[src/sv/jaap_sqrt_cell.sv]
// One restoring square root step, two radicand bits per stage.
module jaap_sqrt_cell #(
  parameter int STAGE = 0
) (
  input  logic        clk,
  input  logic        rst_n,
  input  logic        en,
  input  logic        vld_i,
  input  logic [25:0] v_i,
  input  logic [25:0] rem_i,
  input  logic [12:0] r_i,
  output logic        vld_o,
  output logic [25:0] v_o,
  output logic [25:0] rem_o,
  output logic [12:0] r_o
);
  localparam int SH = 25 - 2 * STAGE;

  logic        vld_r;
  logic [25:0] v_r;
  logic [25:0] rem_r, rem_nxt, trial;
  logic [12:0] r_r, r_nxt;

  always_comb begin
    trial = {rem_i[23:0], v_i[SH -: 2]} - {11'd0, r_i, 2'b01};
    if (!trial[25]) begin
      rem_nxt = trial;
      r_nxt = {r_i[11:0], 1'b1};
    end else begin
      rem_nxt = {rem_i[23:0], v_i[SH -: 2]};
      r_nxt = {r_i[11:0], 1'b0};
    end
  end

  always_ff @(posedge clk) begin
    if (!rst_n) begin
      vld_r <= 1'b0;
    end else if (en) begin
      vld_r <= vld_i;
    end
    if (en) begin
      v_r <= v_i;
      rem_r <= rem_nxt;
      r_r <= r_nxt;
    end
  end

  assign vld_o = vld_r;
  assign v_o = v_r;
  assign rem_o = rem_r;
  assign r_o = r_r;
endmodule

[config.mk]
export PLATFORM = sky130hd
export DESIGN_NAME = jaap_sqrt_cell
export DESIGN_NICKNAME = d
export VERILOG_FILES = /design/src/sv/jaap_sqrt_cell.sv
export SDC_FILE = /design/constraint.sdc
export NUM_CORES = 1
export LEC_CHECK = 0
export ABC_CLOCK_PERIOD_IN_PS = 2500
export BUFFER_PORTS_ARGS = -buffer_cell sky130_fd_sc_hd__buf_2
export CORE_ASPECT_RATIO = 0.75
export CORE_UTILIZATION = 45
export CTS_BUF_LIST = sky130_fd_sc_hd__clkbuf_4 sky130_fd_sc_hd__clkbuf_8 sky130_fd_sc_hd__clkbuf_16
export DETAILED_ROUTE_END_ITERATION = 8
export GPL_TIMING_DRIVEN = 1
export PLACE_DENSITY = 0.85
export SLEW_MARGIN = 20
export SYNTH_ARGS = -nofsm -noshare
export SYNTH_HDL_FRONTEND = slang
export SYNTH_SLANG_ARGS = --single-unit
[constraint.sdc]
create_clock -name clk -period 2.5 [get_ports clk]
set_input_delay 0 -clock clk [delete_from_list [all_inputs] [get_ports clk]]
set_output_delay 0 -clock clk [all_outputs]
set_load 0.005 [all_outputs]
### Word level (Yosys, flattened, before mapping)

Index checks and enable logic that the tools add are counted.

* add/subtract/negate cells: 1
* multiplexer cells: 2

Operators with widths (number)
* subtractor 26 x 15 -> 26 bit: 1
* two-way mux 25 bit: 1
* two-way mux 1 bit: 1

* word-level logic and storage cells: 8
* register bits: 66
* bits of input ports: 69

### Logic depth before layout (Yosys ltp)

* word-level depth: 2
* depth in mapped cells: 11
* depth with buffers taken out: 10

### Worst setup path before layout

OpenSTA, ideal clock, no wires.

* path type: input to register
* start: input port r_i[12]
* end: register rem_r[15], in the netlist rem_o[15] (data pin)
* library setup time: 0.260 ns
* path slack: 0.486 ns
* required time: 2.240 ns
* buffers on the path: 2
* arrival time: 1.754 ns
* cell stages on the path: 11
* cells stage by stage: inv_1 > ha_1 > buf_2 > a21oi_1 > o21ai_1 > nor4_2 > o21ai_2 > xnor2_4 > buf_4 > nor2_1 > xor2_1

* longest elaborated chain between the ends: 2

Ends and longest elaborated chain
* start: declaration: RTL line 11 `input logic [12:0] r_i,`
* subtractor 26 x 15 -> 26 bit: RTL line 25 `trial = {rem_i[23:0], v_i[SH -: 2]} - {11'd0, r_i, 2'b01};`
* two-way mux 25 bit: RTL line 26 `if (!trial[25]) begin`
* named net rem_nxt[15]: RTL line 21 `logic [25:0] rem_r, rem_nxt, trial;`
* end signal: assignment: RTL line 43 `rem_r <= rem_nxt;`
* end: declaration: RTL line 21

The timed path passes the listed nets, and every way through them passes these cells.
A chain may end at the register's enable or synchronous reset.

### Final worst setup path

* start: input port rem_i[12]
* end: register rem_r[19], in the netlist rem_o[19] (data pin)

* longest elaborated chain between the ends: 2

Ends and longest elaborated chain
* start: declaration: RTL line 10 `input logic [25:0] rem_i,`
* subtractor 26 x 15 -> 26 bit: RTL line 25
* two-way mux 25 bit: RTL line 26
* named net rem_nxt[19]: RTL line 21

The timed path passes the listed nets, and every way through them passes these cells.

==> summary.txt <==
Detailed routing
  – Avg WL per Cell: 18.13 um
  – Via density: 5.378
  – Post-Route WL: 9.701 mm
  – Drt pass-1 iters: 5
  – Initial drt markers: 268
  – Via count: 2877
  – Antenna-violating nets left: 0
  – DRC Markers: 0

Power and ir drop
  – Part of the power in registers: 47.6%
  – Power density cells: 602.1 nW/um^2
  – Switch share: 27.62%
  – Sw Pwr: 0.0007925 W
  – Logic gate share of total power: 20.0%
  – Clk pwr share: 32.5%
  – Pleak: 2.078 nW
  – P_int: 0.002076 W
  – Peak supply drop: 0.0003437 V

Clock network
  – Clock transition at path regs: 0.08 ns
  – Clock sink count: 66
  – CTS tree: built
  – Clk buf depth: 2
  – H-tree Lvls: 3
  – Insertion delay to the later sink of the worst-skew pair: 0.34 ns
  – CTS Root Cell: clkbuf_8
  – Total CTS buffers: 9

Placement
  – Post-DP HPWL: 5.447 mm
  – Final GP Congestion: 0.8322
  – PortBufs: 132

Die
  – Die width: 99.29 um
  – Boundary Pins: 135
  – Chip height: 74.97 um
  – Die Area: 7443 sq um
  – FP Rows: 26
  – Initial Util: 46.76%
  – Core footprint: 6832 sq um

Layout
  – Layout fillers: 458
  – Finished Core Util: 69.74%
  – Leading cell type in the layout, fill and taps excluded: buf_2
  – Synth-to-Final Area Change: 49.16%
  – Commonest cells after routing, fill and taps aside: buf_2, edfxtp_1, dlygate4sd3_1, nand2_1, o21ai_1
  – Nets: 529
  – Share of post-route cells with drive strength above 1: 38.14%
  – Diode count: 0

Timing
  – Slew Viols, Final: 0
  – Minimum clock period: 2.465 ns
  – Clk_skew: 0 ns
  – Worst-Margin Slew: 0.8214 ns
  – Rel. slew slack: 45.24%
  – Final hold violation count: 0
  – Hold slack final: 0.02147 ns
  – Tcrit/Tclk final: 98.58%
  – Final-report setup violation count: 0
  – Maximum clock rate: 405.8 MHz

Synth
  – Synth Instances: 248
  – Dominant cell type by area after synthesis: edfxtp_1
  – Synth top area cells: edfxtp_1, ha_1, xor2_1, xnor2_1, o21ai_1
  – Yosys warning total: 0
  – Top_reg_cell synth: edfxtp_1
  – Syn nets: 331
  – Post-synthesis register bit count: 66
  – Cell variety after synth: 42
  – EDFF count, synth: 65
  – Mapped Area: 3194 sq um
  – Post-synthesis sequential area ratio: 61.73%
  – Syn avg cell area: 12.88 sq um
  – Ys async rst share: 0%
  – Yosys top cell area share: 61.10%

Worst setup path
  – Delay-heaviest family, CP: buffers and inverters
  – Most frequent CP cell: nor4_2
  – Crit start category: primary input
  – CP max stage cell: dlygate4sd3_1
  – Slowest cell delay on critical path: 0.58 ns
  – Required @ worst endpoint: 2.59 ns
  – Buf/Inv on CP: 3
  – Critical path class: in2reg
  – CP Capture Type: flop
  – Max FO, Critical Path: 7
  – Arrival time worst endpoint: 2.56 ns
  – Crit path cell chain: dlygate4sd3_1 -> buf_2 -> ha_1 -> a21oi_1 -> o21ai_1 -> nor4_2 -> o21ai_2 -> xnor2_4 -> buf_4 -> nor4_2 -> xor2_1

GRT
  – Initial antenna violation count: 0
  – Global-route wire length before repair: 13.85 mm
  – Vias in the first global route: 2685
  – Gr usage total: 25.42%
  – GRT overflow: 0
  – Largest net degree at the start of global routing: 67

Status
  – Outcome: complete, no violations

Min path
  – Hold Path Class: in2reg

Run
  – Max-Cap Viols: 0
-- worst paths after layout --
kind	depth (start not counted)	to	slack, ns	startpoint
setup / recovery	11	rem_o[19]	0.04	rem_i[12]
hold / removal	2	rem_o[20]	0.02	rem_i[18]
setup reg to reg	3	vld_o	1.25	vld_o
hold reg to reg	3	vld_o	1.19	vld_o
-- cell type report --
class,count,area [sq um],share of cell area [%]
sequential,66,1972,41.39
timing repair buffer,195,1275,26.76
multi-input combinational,157,1147,24.08
clock buffer,9,123.9,2.600
tap,84,105.1,2.206
clock inverter,7,77.57,1.628
inverter,17,63.81,1.339
-- cells in the mapped netlist, types with 2 or more instances --
library cell,count
o2111ai_1,2
xnor2_1,11
inv_1,16
nand2b_1,4
and3_1,2
nand3_1,4
buf_2,6
nor4_1,4
ha_1,14
and2_1,2
nand2_1,24
o21ai_0,7
nand4_1,4
edfxtp_1,65
nor3_1,4
o21ai_1,18
xor2_1,12
nor2b_1,3
a21oi_1,11
nor4_2,4
a21o_1,7
nor2_1,4
-- through the flow --
stage	setup WS (ns)	std cells	TNS (ns)	instance area, sq um	total power (W)
6_report	0.03547	535	0	4765	0.002869
5_1_grt	-0.003233	535	-0.004192	4765	0.002976
4_1_cts	0.01560	531	0	4701	0.002815
3_5_place_dp	0.1906	460	0	3949	0.001841
3_3_place_gp	0.2427	460	0	3949	0.001822
2_1_floorplan	0.4859	248	0	3194	0.001612
-- power by group through the flow --
stage	Clock, W	Sequential (W)	Combinational, W
global placement	0	0.00138	0.000444
global route	0.000987	0.00137	0.000618
detailed placement	0	0.00138	0.000460
floorplan	0	0.00140	0.000216
finish	0.000932	0.00136	0.000573
CTS	0.000926	0.00136	0.000532
-- logic make-up after synthesis --
group | synth area share (%)
AOI/OAI and AO/OA | 10.58
adders and majority gates | 5.484
xor gates and xnor gates | 7.168
DFF | 61.73
muxes | 0.3134
buffers and inverters | 3.290
and+or+nand+nor | 11.44
-- state kept, by name, summed over array words and instances, names as in the netlist --
name / cells
v_o: 26
vld_o: 1
rem_o: 26
r_o: 13
-- worst reg2reg max path: stages (launching register included) --
cell	delay [ns]
dfxtp_1	0.32
mux2i_1	0.15
nor2b_1	0.08
dlygate4sd3_1	0.59
-- per-layer routing --
layer	routed length (um)	track usage [%]	vias up	part of all wire, %
li1	-	-	1314	-
met1	3823	29.56	1357	39
met2	4763	43.98	178	49
met3	875	8.728	28	9.0
met4	238	10.78	0	2.5
met5	0	0	-	0
-- what timing repair did --
item | in CTS | in global routing
hold buffers | 55 | 0
gates resized for setup | 0 | 7
buffers inserted | 0 | 4
endpoints found under the hold margin | 55 | 0
endpoints found under the setup margin | 0 | 23
Power figures use the tool's default switching activity.
