## src/sv/jaap_pkg.sv

```systemverilog
// Package with shared constants, types and tables for the joint angle to actuator position unit.
package jaap_pkg;

  localparam int CORDIC_STAGES_DEF = 16;
  localparam int ANGLE_FRAC_BITS_DEF = 13;
  localparam int TABLE_LEN = 24;
  localparam int ZW = 34;
  localparam int XW = 32;

  localparam logic signed [ZW-1:0] OFFSET_Q30 = 34'sd1547573354;
  localparam logic signed [ZW-1:0] PI_Q30 = 34'sd3373259426;
  localparam logic signed [ZW-1:0] HALF_PI_Q30 = 34'sd1686629713;
  localparam logic signed [XW-1:0] GAIN_Q30 = 32'sd652032874;
  localparam logic signed [24:0] COEF_Q16 = 25'sd10629939;

  localparam logic [0:0] CFG_RETRACT_LEN = 1'b0;
  localparam logic [0:0] CFG_STROKE_EXTENT = 1'b1;

  typedef struct packed {
    logic signed [XW-1:0] x;
    logic signed [XW-1:0] y;
    logic signed [ZW-1:0] z;
    logic                 neg;
  } cordic_t;

  function automatic logic signed [ZW-1:0] atan_q30(input int i);
    logic signed [ZW-1:0] t;
    unique case (i)
      0: t = 34'sd843314857;  1: t = 34'sd497837829;
      2: t = 34'sd263043837;  3: t = 34'sd133525159;
      4: t = 34'sd67021687;   5: t = 34'sd33543516;
      6: t = 34'sd16775851;   7: t = 34'sd8388437;
      8: t = 34'sd4194283;    9: t = 34'sd2097149;
      default: t = ZW'(34'sd1 <<< (30 - i));
    endcase
    return t;
  endfunction

endpackage

```

## src/sv/jaap_cordic_cell.sv

```systemverilog
// One CORDIC rotation stage with its valid flag.
module jaap_cordic_cell #(
  parameter int STAGE = 0
) (
  input  logic              clk,
  input  logic              rst_n,
  input  logic              en,
  input  logic              vld_i,
  input  jaap_pkg::cordic_t d_i,
  output logic              vld_o,
  output jaap_pkg::cordic_t d_o
);
  import jaap_pkg::*;

  logic              vld_r;
  cordic_t           d_r, d_nxt;
  logic signed [XW-1:0] xs, ys;

  always_comb begin
    xs = d_i.x >>> STAGE;
    ys = d_i.y >>> STAGE;
    d_nxt = d_i;
    if (!d_i.z[ZW-1]) begin
      d_nxt.x = d_i.x - ys;
      d_nxt.y = d_i.y + xs;
      d_nxt.z = d_i.z - atan_q30(STAGE);
    end else begin
      d_nxt.x = d_i.x + ys;
      d_nxt.y = d_i.y - xs;
      d_nxt.z = d_i.z + atan_q30(STAGE);
    end
  end

  always_ff @(posedge clk) begin
    if (!rst_n) begin
      vld_r <= 1'b0;
    end else if (en) begin
      vld_r <= vld_i;
    end
    if (en) begin
      d_r <= d_nxt;
    end
  end

  assign vld_o = vld_r;
  assign d_o = d_r;
endmodule

```

## config.mk

```make
export PLATFORM = sky130hd
export DESIGN_NAME = jaap_cordic_cell
export DESIGN_NICKNAME = d
export VERILOG_FILES = /design/src/sv/jaap_pkg.sv /design/src/sv/jaap_cordic_cell.sv
export SDC_FILE = /design/constraint.sdc
export NUM_CORES = 1
export LEC_CHECK = 0
export ABC_AREA = 0
export BUFFER_PORTS_ARGS = -buffer_cell sky130_fd_sc_hd__buf_2
export CAP_MARGIN = 20
export CELL_PAD_IN_SITES_DETAIL_PLACEMENT = 1
export CELL_PAD_IN_SITES_GLOBAL_PLACEMENT = 1
export CORE_ASPECT_RATIO = 1.2
export CORE_MARGIN = 3
export CORE_UTILIZATION = 46
export CTS_CLUSTER_SIZE = 30
export DETAILED_ROUTE_END_ITERATION = 8
export GPL_TIMING_DRIVEN = 0
export PLACE_DENSITY_LB_ADDON = 0.1
export SLEW_MARGIN = 5
export SYNTH_ARGS = -nofsm -noshare
export SYNTH_HDL_FRONTEND = slang
export SYNTH_SLANG_ARGS = --single-unit
```

## constraint.sdc

```tcl
create_clock -name clk -period 8.2 [get_ports clk]
set_input_delay 1.64 -clock clk [delete_from_list [all_inputs] [get_ports clk]]
set_output_delay 1.64 -clock clk [all_outputs]
set_load 0.01 [all_outputs]
```

Word-level counts from Yosys, hierarchy flattened
Index checks and enable logic that the tools add are counted.

Shifts and indexed selects: 0. Bitwise operators: 0. Div/mod/pow operators: 0. Order comparisons: 0. Reduce and logical (&&, ||, !) cells: 0. Multiply operators: 0. Add/subtract/negate cells: 5. Eq/ne operators: 0. Multiplexer cells: 1.

Operator list (number): two-way mux 98 bit (1); subtractor 32 bit (2); adder 34 x 31 -> 34 bit (second input constant) (1); subtractor 34 x 31 -> 34 bit (second input constant) (1); adder 32 bit (1).

Register bits: 100. Bits in writable memories: 0. Logic and storage cells: 11. Memories: 0. Bits in read-only memories: 0. Latch bits: 0. Input port bits: 103.

Logic depth before layout (Yosys ltp)
Depth in word-level cells: 2. Mapped depth: 15.

Worst setup path before layout
OpenSTA, ideal clock, no wires.

Path type: input to register. From: input port d_i[34] (netlist bit). To: register d_r, in the netlist d_o[29], data pin. Stages: 14. Path buffers: 2. Arrival: 4993 ps. Data required time: 7937 ps. Setup slack: 2945 ps. Path through: inv_1 > clkbuf_1 > clkbuf_1 > ha_1 > nor2b_1 > o31a_1 > o41ai_1 > nor2_1 > a31o_2 > o41a_1 > a21oi_2 > o21ai_1 > a21boi_1 > xnor2_1.

RTL lines: start, declared (line jaap_cordic_cell.sv:9) `input jaap_pkg::cordic_t d_i,`; end signal, assigned (line jaap_cordic_cell.sv:41) `d_r <= d_nxt;`; end, declared (line jaap_cordic_cell.sv:16) `cordic_t d_r, d_nxt;`.

==> results.sh <==
export IMPL_synth_area_per_cell_um2=8.519
export IMPL_yosys_warnings=0
export IMPL_area_growth_pct=16.98
export IMPL_cts_buffer_depth=2
export IMPL_cts_sinks=99
export IMPL_synth_seq_cells=99
export IMPL_cts_hold_buf=0
export IMPL_core_um2=21050
export IMPL_worstSkewPairLatency_ns=0.36
export IMPL_drt_iter0_drc=465
export IMPL_post_drt_wl_per_cell_um=20.54
export IMPL_status="complete, no violations"
export IMPL_worstSetupEndpointType="register"
export IMPL_fin_skew_ns=0
export IMPL_clk_pin_slew_ns=0.08
export IMPL_die_area_um2=23290
export IMPL_htree_levels=3
export IMPL_arrival_ns=6.40
export IMPL_cpMaxStageDelayCell="clkbuf_2"
export IMPL_worstSetupPathType="in -> reg"
export IMPL_async_reset_ff_frac=0
export IMPL_drive_gt1_frac=0.1697
export IMPL_multiInputGateArea_um2=6310
export IMPL_grt_ovfl_total=0
export IMPL_ant_nets=0
export IMPL_clock_root_buffer="clkbuf_16"
export IMPL_first_global_vias=10100
export IMPL_slew_viol_final=0
export IMPL_detailed_place_hpwl_um=26990
export IMPL_leakagePower_nw=5.220
export IMPL_via_per_inst=5.842
export IMPL_nFillCells=2659
export IMPL_antenna_found_initial=0
export IMPL_dp_cells=1633
export IMPL_cts_tree="built"
export IMPL_path_max_fanout=26
export IMPL_critical_path_max_stage_delay_ns=0.79
export IMPL_initial_core_util=0.4696
export IMPL_vias=9633
export IMPL_tightest_slew_ns=0.9949
export IMPL_track_usage=0.2819
export IMPL_final_cells=1649
export IMPL_synthFlopType="edfxtp_1"
export IMPL_setup_viol=0
export IMPL_die_w_um=139.8
export IMPL_ys_seq_area_frac=0.2998
export IMPL_ir_drop_v=0.0001046
export IMPL_setup_tns_ns=0
export IMPL_drc=0
export IMPL_drt_first_pass_iters=4
export IMPL_cts_resized=0
export IMPL_ys_types=66
export IMPL_cts_buffers_inserted=9
export IMPL_port_buffers=202
export IMPL_syn_inst=1160
export IMPL_finish_net_count=1607
export IMPL_power_total_mw=1.917
export IMPL_final_area_um2=11560
export IMPL_grt_pass1_wl_um=53360
export IMPL_die_h_um=166.6
export IMPL_period_needed_ns=6.296
export IMPL_syn_nets=1393
export IMPL_diodes=0
export IMPL_maxSlewHeadroom=0.3367
export IMPL_clock_fmax_mhz=158.8
export IMPL_regArea_um2=2963
export IMPL_crit_required_ns=8.30
export IMPL_place_area_um2=11260
export IMPL_gp_congestion=0.9477
export IMPL_ios=203
export IMPL_cts_setup_buffers=0
export IMPL_p_per_area_nw_per_um2=165.8
export IMPL_rows=58
export IMPL_syn_area_um2=9882
export IMPL_drt_total_wl_um=33870
export IMPL_worstPathCellList="buf_2 > inv_1 > clkbuf_1 > clkbuf_2 > ha_1 > a211o_1 > a211oi_1 > o2bb2ai_1 > a311oi_1 > nor2b_1 > nand3_1 > nand2_1 > a221oi_1 > o21bai_1 > xor2_1"
export IMPL_grt_max_degree=56
export IMPL_drv_cap=0
export IMPL_period_share=0.7678
export IMPL_rsz0062_at_grt="false"
export IMPL_hold_class="reg -> reg"
export IMPL_start_kind="primary input"
export IMPL_synth_edf_count=98
export IMPL_hold_violations=0
[synthesized netlist by cell type (3+ instances only)]
master | instances | area share
clkbuf_1 | 47 | 0.018
o21bai_1 | 22 | 0.017
a211o_1 | 6 | 0.0053
o31ai_1 | 10 | 0.0076
xor2_1 | 18 | 0.016
a21o_1 | 35 | 0.027
nand3_1 | 21 | 0.011
o211ai_1 | 5 | 0.0038
ha_1 | 126 | 0.16
fa_1 | 4 | 0.0081
nand2_1 | 72 | 0.027
o41ai_1 | 4 | 0.0035
and3_1 | 6 | 0.0038
and2_1 | 7 | 0.0044
a21oi_1 | 140 | 0.071
buf_4 | 3 | 0.0023
a221oi_1 | 7 | 0.0062
nor4_1 | 9 | 0.0057
a31o_2 | 3 | 0.0027
a31oi_1 | 12 | 0.0076
nand4_1 | 16 | 0.010
nor3_1 | 23 | 0.012
a211oi_1 | 14 | 0.011
o21a_1 | 14 | 0.011
nand2b_1 | 11 | 0.0070
a221o_1 | 3 | 0.0030
a311oi_1 | 3 | 0.0027
mux2i_1 | 15 | 0.015
xnor2_1 | 69 | 0.061
edfxtp_1 | 98 | 0.30
nor2_1 | 95 | 0.036
or3_1 | 3 | 0.0019
inv_1 | 101 | 0.038
nor2b_1 | 17 | 0.011
buf_2 | 4 | 0.0020
o221ai_1 | 4 | 0.0035
o21ai_0 | 74 | 0.037
nand3b_1 | 3 | 0.0023
[through the flow]
stage	hold WS (ns)	worst slack (ns)	util
6_report	0.5346	1.904	0.5493
5_1_grt	0.6055	1.596	0.5493
4_1_cts	0.5460	1.880	0.5493
3_5_place_dp	0.5348	1.530	0.5351
3_3_place_gp	0.4924	0.8838	0.5337
2_1_floorplan	0.5383	2.945	-
[critical path, delay by kind of cell]
kind	cells	cell delay [ns]
AO/OA/AOI/OAI	6	2.03
buffers and inverters	4	1.78
adder cells (fa/ha/maj)	1	0.40
AND/OR/NAND/NOR	3	0.33
XOR/XNOR	1	0.17
[layout by cell type (no fill, tap or decap), drive strengths merged, types with 4 or more instances in the layout]
master | netlist | final
edfxtp | 98 | 98
a221oi | 7 | 7
nand2b | 11 | 11
o41ai | 4 | 4
a21oi | 142 | 142
and2 | 7 | 7
buf | 9 | 212
a211oi | 15 | 15
xnor2 | 69 | 69
a21o | 35 | 35
and3 | 6 | 6
o211ai | 6 | 6
xor2 | 18 | 18
mux2i | 15 | 15
nand4 | 16 | 16
clkbuf | 47 | 56
nand3 | 21 | 21
o21bai | 22 | 22
nand2 | 72 | 72
o21a | 14 | 14
o21ai | 76 | 76
ha | 126 | 126
a211o | 6 | 6
fa | 4 | 4
o221ai | 4 | 4
nor4 | 9 | 9
nor3 | 23 | 23
o31ai | 10 | 10
nor2b | 17 | 17
inv | 101 | 104
nor2 | 95 | 95
a31oi | 12 | 12
[cell families (layout without fill, tap and decap cells)]
kind of cell / count (synthesis) / count (layout) / share of synthesized area
AOI/OAI and AO/OA: 384 / 384 / 0.2439
xor gates and xnor gates: 87 / 87 / 0.07711
adders and majority gates: 130 / 130 / 0.1676
buffers and inverters: 158 / 377 / 0.06166
DFF: 99 / 99 / 0.2998
muxes: 15 / 15 / 0.01519
and+or+nand+nor: 287 / 287 / 0.1347
[sequential cells by signal, indices dropped and copies added, names as in the netlist]
register and count:
vld_o 1, d_o 98
[power by group]
part           leakage [nW]  switching [mW]  internal, mW  total (mW)
registers             0.968          0.0224         0.669       0.691
clock network         0.144           0.219         0.239       0.458
logic                  4.11           0.478         0.289       0.768
total                  5.22           0.719          1.20        1.92
[worst paths after layout]
check | startpoint | to | slack (ns) | cells after the start
worst max register to register | vld_o | vld_o | 7.61 | 2
worst min register to register | vld_o | vld_o | 0.53 | 2
worst min-delay path | vld_o | vld_o | 0.53 | 2
worst max-delay path | d_i[34] | d_o[30] | 1.90 | 15
[final cells by class]
| cell class | instances | share of cell area |
|---|---|---|
| plain buffers | 56 | 0.01970 |
| clock buffers | 9 | 0.01948 |
| clock inverters | 7 | 0.006278 |
| inverters | 102 | 0.03312 |
| multi-input cells | 903 | 0.5458 |
| flip-flops and latches | 99 | 0.2563 |
| well taps | 270 | 0.02922 |
| repair buffers | 203 | 0.09005 |
[layer usage]
metal  vias up  track usage  wire (um)
met2       322       0.5022      16920
met5         -            0          0
met4         0       0.1222       1296
met3        77      0.02786       1569
li1       4604            -          -
met1      4630       0.3444      14090
Note: power is estimated with default switching activity, not from simulation.
