`config.mk`:
```
export PLATFORM = sky130hd
export DESIGN_NAME = jaap_div_cell
export DESIGN_NICKNAME = d
export VERILOG_FILES = /design/src/sv/jaap_div_cell.sv
export SDC_FILE = /design/constraint.sdc
export NUM_CORES = 1
export LEC_CHECK = 0
export BUFFER_PORTS_ARGS = -buffer_cell sky130_fd_sc_hd__buf_2
export CAP_MARGIN = 20
export CORE_ASPECT_RATIO = 1.4
export CORE_MARGIN = 1.5
export CORE_UTILIZATION = 51
export CTS_CLUSTER_DIAMETER = 120
export DETAILED_ROUTE_END_ITERATION = 12
export PLACE_DENSITY = 0.84
export SYNTH_ARGS = -nofsm -noshare
export SYNTH_HDL_FRONTEND = slang
export SYNTH_SLANG_ARGS = --single-unit
```
`constraint.sdc`:
```
create_clock -name clk -period 3.2 [get_ports clk]
set_clock_uncertainty 0.2 [all_clocks]
set_input_delay 0.48 -clock clk [delete_from_list [all_inputs] [get_ports clk]]
set_output_delay 0.48 -clock clk [all_outputs]
set_load 0.01 [all_outputs]
```
`src/sv/jaap_div_cell.sv`:
```
// One restoring division step producing one quotient bit.
module jaap_div_cell (
  input  logic        clk,
  input  logic        rst_n,
  input  logic        en,
  input  logic        vld_i,
  input  logic        sat_i,
  input  logic [10:0] q_i,
  input  logic [27:0] rem_i,
  input  logic [27:0] den_i,
  input  logic        num_bit_i,
  output logic        vld_o,
  output logic        sat_o,
  output logic [10:0] q_o,
  output logic [27:0] rem_o,
  output logic [27:0] den_o
);
  logic        vld_r, sat_r;
  logic [10:0] q_r;
  logic [27:0] rem_r, den_r, sh;
  logic [28:0] diff;

  always_comb begin
    sh = {rem_i[26:0], num_bit_i};
    diff = {1'b0, sh} - {1'b0, den_i};
  end

  always_ff @(posedge clk) begin
    if (!rst_n) begin
      vld_r <= 1'b0;
    end else if (en) begin
      vld_r <= vld_i;
    end
    if (en) begin
      sat_r <= sat_i;
      den_r <= den_i;
      q_r <= {q_i[9:0], !diff[28]};
      rem_r <= diff[28] ? sh : diff[27:0];
    end
  end

  assign vld_o = vld_r;
  assign sat_o = sat_r;
  assign q_o = q_r;
  assign rem_o = rem_r;
  assign den_o = den_r;
endmodule

```
---- Yosys cells after proc, flatten, opt, wreduce, memory -nomap -nowiden ----
Cells that the tools add are included.
storage, ports and cells
  bits of input ports ..................... 73
  register bits ........................... 69
  output and inout bits ................... 69
  word-level logic and storage cells ...... 8
cells by class
  reductions and logical operators ........ 1
  add/sub/neg operators ................... 1
  multiplexer cells ....................... 1
operators by type and width
  kind             count
  $sub 28x28->29   1
  $mux 28          1
  $logic_not 1->1  1

---- Logic depth before layout (Yosys ltp) ----
Gate-level depths: netlist (run 1).
  depth in word-level cells ............... 2
  depth in mapped cells ................... 13
  gate-level depth less buffers ........... 12

---- Least setup slack after synthesis (run 1) ----
Ideal clock, no wire load.
  path type ............................... input-to-reg
  from .................................... in num_bit_i
  to ...................................... reg rem_r[25] (netlist: rem_o[25]) (data pin)
  stages .................................. 11
  data required time ...................... 2.869 ns
  data arrival time ....................... 2.573 ns
  library setup time ...................... 0.131 ns
  path slack .............................. 0.296 ns
  path buffers ............................ 0
  cells stage by stage .................... inv_1 -> ha_1 -> fa_1 -> nand2b_1 -> a21oi_1 -> o21ai_1 -> nand3_2 -> a31oi_2 -> o21a_4 -> or4b_1 -> nand2_1
between the ends
  cells in the longest elaborated chain, start to end .. 2
ends and longest elaborated chain
  item                  line  text
  from (decl)           11    input logic num_bit_i,
  $sub 28x28->29        25    diff = {1'b0, sh} - {1'b0, den_i};
  $mux 28               38    rem_r <= diff[28] ? sh : diff[27:0];
  to (signal assigned)  38
  to (decl)             20    logic [27:0] rem_r, den_r, sh;
Every way passes these cells.
A chain may end at the register's enable or synchronous reset.

---- Worst setup path in the final report (run 1) ----
  from .................................... in num_bit_i
  to ...................................... reg rem_r[14] (netlist: rem_o[14]) (data pin)
Same word-level chain as after synthesis.

==> flow_metrics.py, run 1 <==
metrics = {
    "critical_path": {
        "arrival_ns": 2.79,
        "r2r_start": "vld_o$_SDFFE_PN0P_",
        "r2r_slack_ns": 2.40,
        "startpoint": "num_bit_i",
        "cp_max_fo": 2,
        "crit_path_start_kind": "input port",
        "cp_data_required_time_ns": 3.11,
        "critical_path_class": "in2reg",
        "cp-end-kind": "register",
    },
    "flow_run": {
        "drv_cap": 0,
    },
    "sta": {
        "slew_violations": 0,
        "maxSlewHeadroom": 0.645,
        "worst_slack_ns": 0.315,
        "period_minus_slack_ns": 2.89,
        "grt_setup_unrepaired": "false",
        "finalCritPeriodShare": 0.902,
        "finalSetupViolations": 0,
        "tns_ns": 0,
        "hold_viol": 0,
        "worst_pin_slew_ns": 0.520,
        "fmax_ghz": 0.347,
        "holdWs_ns": 0.0963,
    },
    "power_and_ir_drop": {
        "p_leak_nw": 2.37,
        "p_total_mw": 2.49,
        "p_sw_mw": 0.739,
        "swShare": 0.297,
        "seq_power_share": 0.454,
        "p_int_mw": 1.75,
        "vdd_drop_max_uv": 238,
        "power.density_nw_per_um2": 485,
        "clock_power_share": 0.285,
        "pwr-share-comb": 0.261,
    },
    "synthesis": {
        "ys_ff_latch": 69,
        "syn_inst": 385,
        "syn_area_um2": 4050,
        "ys.warnings.count": 0,
        "avgSynthCellArea_um2": 10.5,
        "synth_ff_type": "edfxtp_1",
        "synthArstFlopShare": 0,
        "netlist-cell-type-count": 54,
        "synth_nets": 487,
        "ys_seq_area_frac": 0.510,
        "synth_edf_count": 68,
    },
    "clocking": {
        "insertion_delay_ns": 0.35,
        "cts_root_buffer": "clkbuf_8",
        "post_cts_resized": 0,
        "hold_buffers": 0,
        "cts_tree": "yes",
        "clock_sinks": 69,
        "clkTransAtPathRegs_ns": 0.08,
        "cts_made_buffers": 9,
        "htreeDepth": 3,
        "cts_setup_buffers": 0,
        "clk_path_buf_depth": 2,
    },
    "final_layout": {
        "seq_area_um2": 2060,
        "multi_input_area_um2": 1770,
        "syn_to_final_growth_pct": 26.6,
        "fin_util": 0.665,
        "drive_above_1_share": 0.335,
        "final_cells": 638,
        "finish.instance_area_um2": 5120,
        "final_nets": 635,
        "antenna_cells": 0,
        "nFillCells": 610,
    },
    "drt": {
        "dr.pass1.iters": 4,
        "vias": 3467,
        "drt_iter0_markers": 195,
        "drcViolationCount": 0,
        "drt_wl_total_um": 9410,
        "drtAntennaViolNets": 0,
        "viasPerCell": 5.43,
        "wl_per_cell_um": 14.8,
    },
    "global_route": {
        "grt_pass1_vias": 3438,
        "grt_max_degree": 32,
        "track_usage": 0.225,
        "grt_pass1_wl_um": 14800,
        "antenna_found_initial": 0,
        "grt_overflow_total": 0,
    },
    "place": {
        "place_congestion": 0.835,
        "io_buffers": 139,
        "dp_hpwl_um": 7300,
        "pre_cts_ws_ns": 0.00733,
        "dpl_cell_area_um2": 4930,
        "place_inst": 622,
    },
    "floorplanning": {
        "dieArea_um2": 8480,
        "initial_core_util": 0.525,
        "num_rows": 38,
        "coreArea_um2": 7700,
        "die_w_um": 78.3,
        "ios": 142,
        "die_h_um": 108,
    },
    "hold_path": {
        "hold_class": "in2reg",
        "min_from": "q_i[0]",
    },
    "run_status": {
        "status": "completed",
    },
}
-- metal layers --
layer | up-vias | global-route usage | wire length (um)
met4 | 0 | 0.122 | 258
li1 | 1702 | - | -
met3 | 26 | 0.0414 | 487
met5 | - | 0 | 0
met2 | 112 | 0.417 | 5100
met1 | 1627 | 0.239 | 3570
-- logic make-up (layout without fill, tap and decap cells) --
group / count (synthesis) / count (layout) / share of synthesized area
compound gates: 114 / 114 / 0.181
buf+inv: 53 / 206 / 0.0541
simple gates: 100 / 100 / 0.121
flops: 69 / 69 / 0.510
xor+xnor: 19 / 19 / 0.0411
fa+ha+maj: 29 / 29 / 0.0915
mux: 1 / 1 / 0.00247
-- power groups by stage --
| stage | registers [mW] | clock network [mW] | logic [mW] |
|---|---|---|---|
| CTS | 1.13 | 0.727 | 0.648 |
| detailed placement | 1.15 | 0 | 0.640 |
| global placement | 1.15 | 0 | 0.624 |
| floorplan | 1.21 | 0 | 0.331 |
| finish | 1.13 | 0.708 | 0.648 |
| global route | 1.14 | 0.753 | 0.716 |
-- critical path: stages --
cell	delay, ns
buf_2	0.09
inv_1	0.04
ha_1	0.20
fa_1	0.41
nand2b_1	0.18
a21oi_1	0.22
buf_4	0.15
nor2b_1	0.05
o21ai_0	0.29
a31oi_1	0.19
o21ai_0	0.27
xnor2_1	0.15
a21oi_1	0.08
-- area by class of cell --
type / instances / share of cell area
inverter: 38 / 0.0278
clock inverter: 7 / 0.0144
multi-input combinational: 263 / 0.345
clock buffer: 9 / 0.0242
sequential: 69 / 0.402
tap: 100 / 0.0244
timing repair buffer: 152 / 0.162
-- cells in the final DEF, fill, tap and decap left out, types with 11 or more instances in the layout --
cell,instances
buf_2,139
edfxtp_1,68
a21oi_1,45
inv_1,37
nor2_1,36
ha_1,28
nand2_1,27
o21ai_0,19
a21o_1,14
xor2_1,11
-- sequential cells by signal, summed over array words and instances, names as in the netlist --
register,cells
den_o,28
q_o,11
rem_o,28
sat_o,1
vld_o,1
-- synth_stat cells, drive strengths merged, types with 3 or more instances --
master	n	area (um2)
edfxtp	68	2040
a21oi	47	243
inv	38	143
nor2	37	141
ha	28	350
nand2	27	101
o21ai	22	114
a21o	14	105
buf	11	61.3
xor2	11	96.3
nand4	8	50.1
xnor2	8	70.1
and3	5	31.3
nand2b	5	31.3
o31ai	5	37.5
a31oi	4	31.3
clkbuf	4	15.0
nor2b	4	25.0
a21boi	3	22.5
nand3	3	20.0
nor4b	3	32.5
o2111ai	3	26.3
o211ai	3	22.5
-- path summary, 6_finish.rpt --
| path | endpoint | cells after the start |
|---|---|---|
| setup / recovery | rem_o[14]$_DFFE_PP_ | 13 |
| hold / removal | q_o[1]$_DFFE_PP_ | 1 |
| setup reg to reg | vld_o$_SDFFE_PN0P_ | 2 |
| hold reg to reg | vld_o$_SDFFE_PN0P_ | 2 |
No activity file was read; power rests on OpenSTA's default activity.
==> run 2: changes to the inputs <==
Settings changed: PLACE_DENSITY 0.84 to 0.9.
==> flow_metrics.py, run 2 (synthesized netlist as in run 1, its figures left out) <==
metrics = {
    "final_layout": {
        "syn_to_final_growth_pct": 26.7,
        "fin_util": 0.665,
        "antenna_cells": 0,
        "final_cells": 635,
        "final_cell_mix": "buf_2, edfxtp_1, a21oi_1",
        "mostFrequentLayoutCell": "buf_2",
        "multi_input_area_um2": 1770,
        "seq_area_um2": 2060,
        "drive_above_1_share": 0.329,
        "final_nets": 632,
        "nFillCells": 622,
    },
    "sta": {
        "tns_ns": 0,
        "fmax_ghz": 0.353,
        "slew_violations": 0,
        "worst_pin_slew_ns": 0.581,
        "grt_setup_unrepaired": "false",
        "maxSlewHeadroom": 0.603,
        "period_minus_slack_ns": 2.83,
        "hold_viol": 0,
        "finalSetupViolations": 0,
        "finalCritPeriodShare": 0.885,
    },
    "hold_path": {
        "holdPathStages": 1,
        "whs_endpoint": "q_o[3]$_DFFE_PP_",
        "hold_class": "in2reg",
        "min_from": "q_i[2]",
    },
    "floorplanning": {
        "initial_core_util": 0.525,
        "dieArea_um2": 8480,
        "die_h_um": 108,
        "die_w_um": 78.3,
        "coreArea_um2": 7700,
        "num_rows": 38,
        "ios": 142,
    },
    "critical_path": {
        "ff2ff_path_depth": 2,
        "r2r_start": "vld_o$_SDFFE_PN0P_",
        "timing.rr.end": "vld_o$_SDFFE_PN0P_",
        "path_cells": "buf_2 > ha_1 > fa_1 > nand2b_1 > a21oi_1 > buf_4 > nor2b_1 > o21ai_0 > a31oi_1 > o21ai_0 > xnor2_1 > a21oi_1",
        "cpPeakStageDelay_ns": 0.42,
        "critical_path_class": "in2reg",
        "cp_slowest_cell": "fa_1",
        "arrival_ns": 2.74,
        "cp_max_fo": 2,
        "cp_data_required_time_ns": 3.11,
        "cp-end-kind": "register",
        "crit_path_start_kind": "input port",
        "r2r_slack_ns": 2.40,
    },
    "clocking": {
        "hold_buffers": 0,
        "cts_root_buffer": "clkbuf_8",
        "insertion_delay_ns": 0.35,
        "cts_made_buffers": 9,
        "htreeDepth": 3,
        "post_cts_resized": 0,
        "cts_setup_buffers": 0,
        "clock_sinks": 69,
        "cts_tree": "yes",
        "clkTransAtPathRegs_ns": 0.08,
        "clk_path_buf_depth": 2,
    },
    "global_route": {
        "grt_pass1_wl_um": 15000,
        "grt_pass1_vias": 3365,
        "antenna_found_initial": 0,
        "grt_overflow_total": 0,
        "grt_max_degree": 33,
        "track_usage": 0.228,
    },
    "drt": {
        "drt_iter0_markers": 248,
        "drcViolationCount": 0,
        "vias": 3495,
        "wl_per_cell_um": 14.9,
        "drt_wl_total_um": 9430,
        "drtAntennaViolNets": 0,
        "dr.pass1.iters": 5,
        "viasPerCell": 5.50,
    },
    "place": {
        "place_congestion": 0.869,
        "dp_hpwl_um": 7190,
        "io_buffers": 139,
        "place_inst": 619,
    },
    "power_and_ir_drop": {
        "swShare": 0.288,
        "pwr-share-comb": 0.252,
        "power.density_nw_per_um2": 500,
        "clock_power_share": 0.306,
        "seq_power_share": 0.441,
        "p_int_mw": 1.82,
        "p_leak_nw": 2.38,
        "vdd_drop_max_uv": 229,
        "p_total_mw": 2.56,
        "p_sw_mw": 0.737,
    },
    "flow_run": {
        "drv_cap": 0,
    },
    "run_status": {
        "status": "completed",
    },
}
[run 2: cell types whose count changed in the layout (fill, tap and decap cells not counted), sizes merged]
cell and delta:
buf -3, clkinv +2, clkinvlp -3, bufinv +1
[run 2: layout make-up]
type | count | area share
clock inverter | 7 | 0.0190
clock buffer | 9 | 0.0242
multi-input combinational | 263 | 0.344
timing repair buffer | 149 | 0.158
inverter | 38 | 0.0278
sequential | 69 | 0.402
tap | 100 | 0.0244
[run 2: power by group through the flow]
stage,Sequential (mW),Clock [mW],Combinational [mW]
5_1_grt,1.14,0.825,0.713
3_5_place_dp,1.15,0,0.636
3_3_place_gp,1.15,0,0.618
2_1_floorplan,1.21,0,0.331
4_1_cts,1.13,0.796,0.644
6_report,1.13,0.785,0.646
[run 2: routing by layer]
layer	global-route usage	vias to the layer above	part of all wire	wire, um
met1	0.252	1644	0.37	3520
met3	0.0354	21	0.056	530
met4	0.114	0	0.025	240
li1	-	1693	-	-
met2	0.419	137	0.55	5150
met5	0	-	0	0
[run 2: worst max-delay path by stage]
stage | from | endpoint | slack, ns | depth (start not counted)
after global routing | den_i[0] | rem_o[14]$_DFFE_PP_ | 0.20 | 12
after CTS | den_i[0] | rem_o[14]$_DFFE_PP_ | 0.38 | 12
after global placement | den_i[0] | rem_o[14]$_DFFE_PP_ | 0.08 | 12
after detailed placement | den_i[0] | rem_o[14]$_DFFE_PP_ | 0.04 | 12
final | den_i[0] | rem_o[14]$_DFFE_PP_ | 0.37 | 12
after floorplan | num_bit_i | rem_o[25]$_DFFE_PP_ | 0.30 | 11
[run 2: stage by stage]
step | area [um2] | hold WS (ns) | worst slack [ns]
after global routing | 5120 | 0.0847 | 0.203
after detailed placement | 4900 | 0.315 | 0.0396
final | 5120 | 0.0939 | 0.367
after CTS | 5120 | 0.0828 | 0.377
after global placement | 4900 | 0.291 | 0.0770
after floorplan | 4050 | 0.338 | 0.296
[run 2: worst max-delay path: cells and delay by family]
| family | cells | cell delay (ns) |
|---|---|---|
| compound gates | 5 | 0.97 |
| xor+xnor | 1 | 0.15 |
| fa+ha+maj | 2 | 0.64 |
| buf+inv | 2 | 0.26 |
| simple gates | 2 | 0.25 |
==> run 3: changes to the inputs <==
Settings changed: BUFFER_PORTS_ARGS -buffer_cell sky130_fd_sc_hd__buf_2 to -buffer_cell sky130_fd_sc_hd__buf_4, CORE_ASPECT_RATIO 1.4 to default.
==> flow_metrics.py, run 3 (synthesized netlist as in run 1, its figures left out) <==
metrics = {
    "place": {
        "dp_hpwl_um": 7620,
        "place_congestion": 0.820,
        "io_buffers": 139,
        "place_inst": 624,
        "dpl_cell_area_um2": 5260,
    },
    "floorplanning": {
        "initial_core_util": 0.526,
        "dieArea_um2": 8480,
        "die_w_um": 92.1,
        "coreArea_um2": 7690,
        "num_rows": 32,
        "ios": 142,
        "die_h_um": 92.1,
    },
    "global_route": {
        "grt_pass1_vias": 3426,
        "grt_overflow_total": 0,
        "antenna_found_initial": 0,
        "track_usage": 0.245,
        "grt_pass1_wl_um": 16100,
        "grt_max_degree": 70,
    },
    "clocking": {
        "hold_buffers": 0,
        "clock_sinks": 69,
        "post_cts_resized": 0,
        "cts_root_buffer": "clkbuf_8",
        "cts_setup_buffers": 0,
        "insertion_delay_ns": 0.35,
        "clk_path_buf_depth": 2,
        "clkTransAtPathRegs_ns": 0.08,
        "htreeDepth": 3,
        "cts_tree": "yes",
        "cts_made_buffers": 9,
    },
    "sta": {
        "maxSlewHeadroom": 0.425,
        "period_minus_slack_ns": 2.95,
        "slew_violations": 0,
        "holdWs_ns": 0.101,
        "fmax_ghz": 0.340,
        "finalCritPeriodShare": 0.920,
        "finalSetupViolations": 0,
        "worst_pin_slew_ns": 0.863,
        "hold_viol": 0,
        "grt_setup_unrepaired": "false",
    },
    "critical_path": {
        "crit_path_start_kind": "input port",
        "arrival_ns": 2.97,
        "cp_max_fo": 4,
        "critical_path_class": "in2reg",
        "cp-end-kind": "register",
        "ff2ff_path_depth": 2,
        "cp_data_required_time_ns": 3.22,
    },
    "final_layout": {
        "final_cells": 640,
        "syn_to_final_growth_pct": 35.0,
        "drive_above_1_share": 0.335,
        "final_cell_mix": "buf_4, edfxtp_1, a21oi_1",
        "final_nets": 635,
        "mostFrequentLayoutCell": "buf_4",
        "multi_input_area_um2": 1770,
        "seq_area_um2": 2060,
        "antenna_cells": 0,
        "finish.instance_area_um2": 5460,
        "nFillCells": 604,
    },
    "hold_path": {
        "hold_class": "in2reg",
        "holdPathStages": 1,
    },
    "power_and_ir_drop": {
        "power.density_nw_per_um2": 472,
        "p_leak_nw": 2.50,
        "vdd_drop_max_uv": 231,
    },
    "drt": {
        "drt_wl_total_um": 9910,
        "drt_iter0_markers": 209,
        "drtAntennaViolNets": 0,
        "drcViolationCount": 0,
        "dr.pass1.iters": 5,
        "viasPerCell": 5.37,
        "vias": 3438,
        "wl_per_cell_um": 15.5,
    },
    "flow_run": {
        "drv_cap": 0,
    },
    "run_status": {
        "status": "completed",
    },
}
-- run 3: changes by cell type in the layout (fill, tap and decap cells not counted), sizes merged --
cell / previous run / this run
bufinv: 2 / 1
clkinv: 3 / 4
buf: 149 / 152
-- run 3: worst max-delay path: stages --
cell and delay (ns):
buf_4 0.09, inv_1 0.04, ha_1 0.21, fa_1 0.40
nand2b_1 0.18, a21oi_1 0.25, o21ai_1 0.18, nand3_2 0.13
a31oi_2 0.12, o21a_4 0.25, or4b_1 0.55, nand2_1 0.10
-- run 3: final timing paths --
check                          start             endpoint  slack (ns)
setup / recovery           num_bit_i  rem_o[25]$_DFFE_PP_        0.25
hold / removal                q_i[4]     q_o[5]$_DFFE_PP_        0.10
setup reg to reg  vld_o$_SDFFE_PN0P_   vld_o$_SDFFE_PN0P_        2.41
hold reg to reg   vld_o$_SDFFE_PN0P_   vld_o$_SDFFE_PN0P_        0.32
-- run 3: report_power, final --
part           switching (mW)  internal, mW
combinational           0.375         0.349
sequential             0.0267          1.11
clock                   0.355         0.362
total                   0.757          1.82
-- run 3: per-layer routing --
layer  GRT usage  routed length, um
met4      0.0859                144
met1       0.305               4200
met3      0.0431                575
met5           0                  0
met2       0.426               4980
-- run 3: layout make-up --
class / instances / share of cell area
flip-flops and latches: 69 / 0.378
multi-input cells: 263 / 0.323
inverters: 38 / 0.0261
clock buffers: 9 / 0.0227
well taps: 102 / 0.0234
repair buffers: 152 / 0.214
clock inverters: 7 / 0.0135
-- run 3: through the flow --
step / setup slack (ns) / utilization / setup TNS (ns) / power (mW)
2_1_floorplan: 0.296 / - / 0 / 1.54
3_3_place_gp: -0.0154 / 0.685 / -0.0154 / 1.85
3_5_place_dp: -0.101 / 0.685 / -1.55 / 1.88
4_1_cts: 0.269 / 0.710 / 0 / 2.59
5_1_grt: 0.116 / 0.710 / 0 / 2.71
6_report: 0.255 / 0.710 / 0 / 2.58
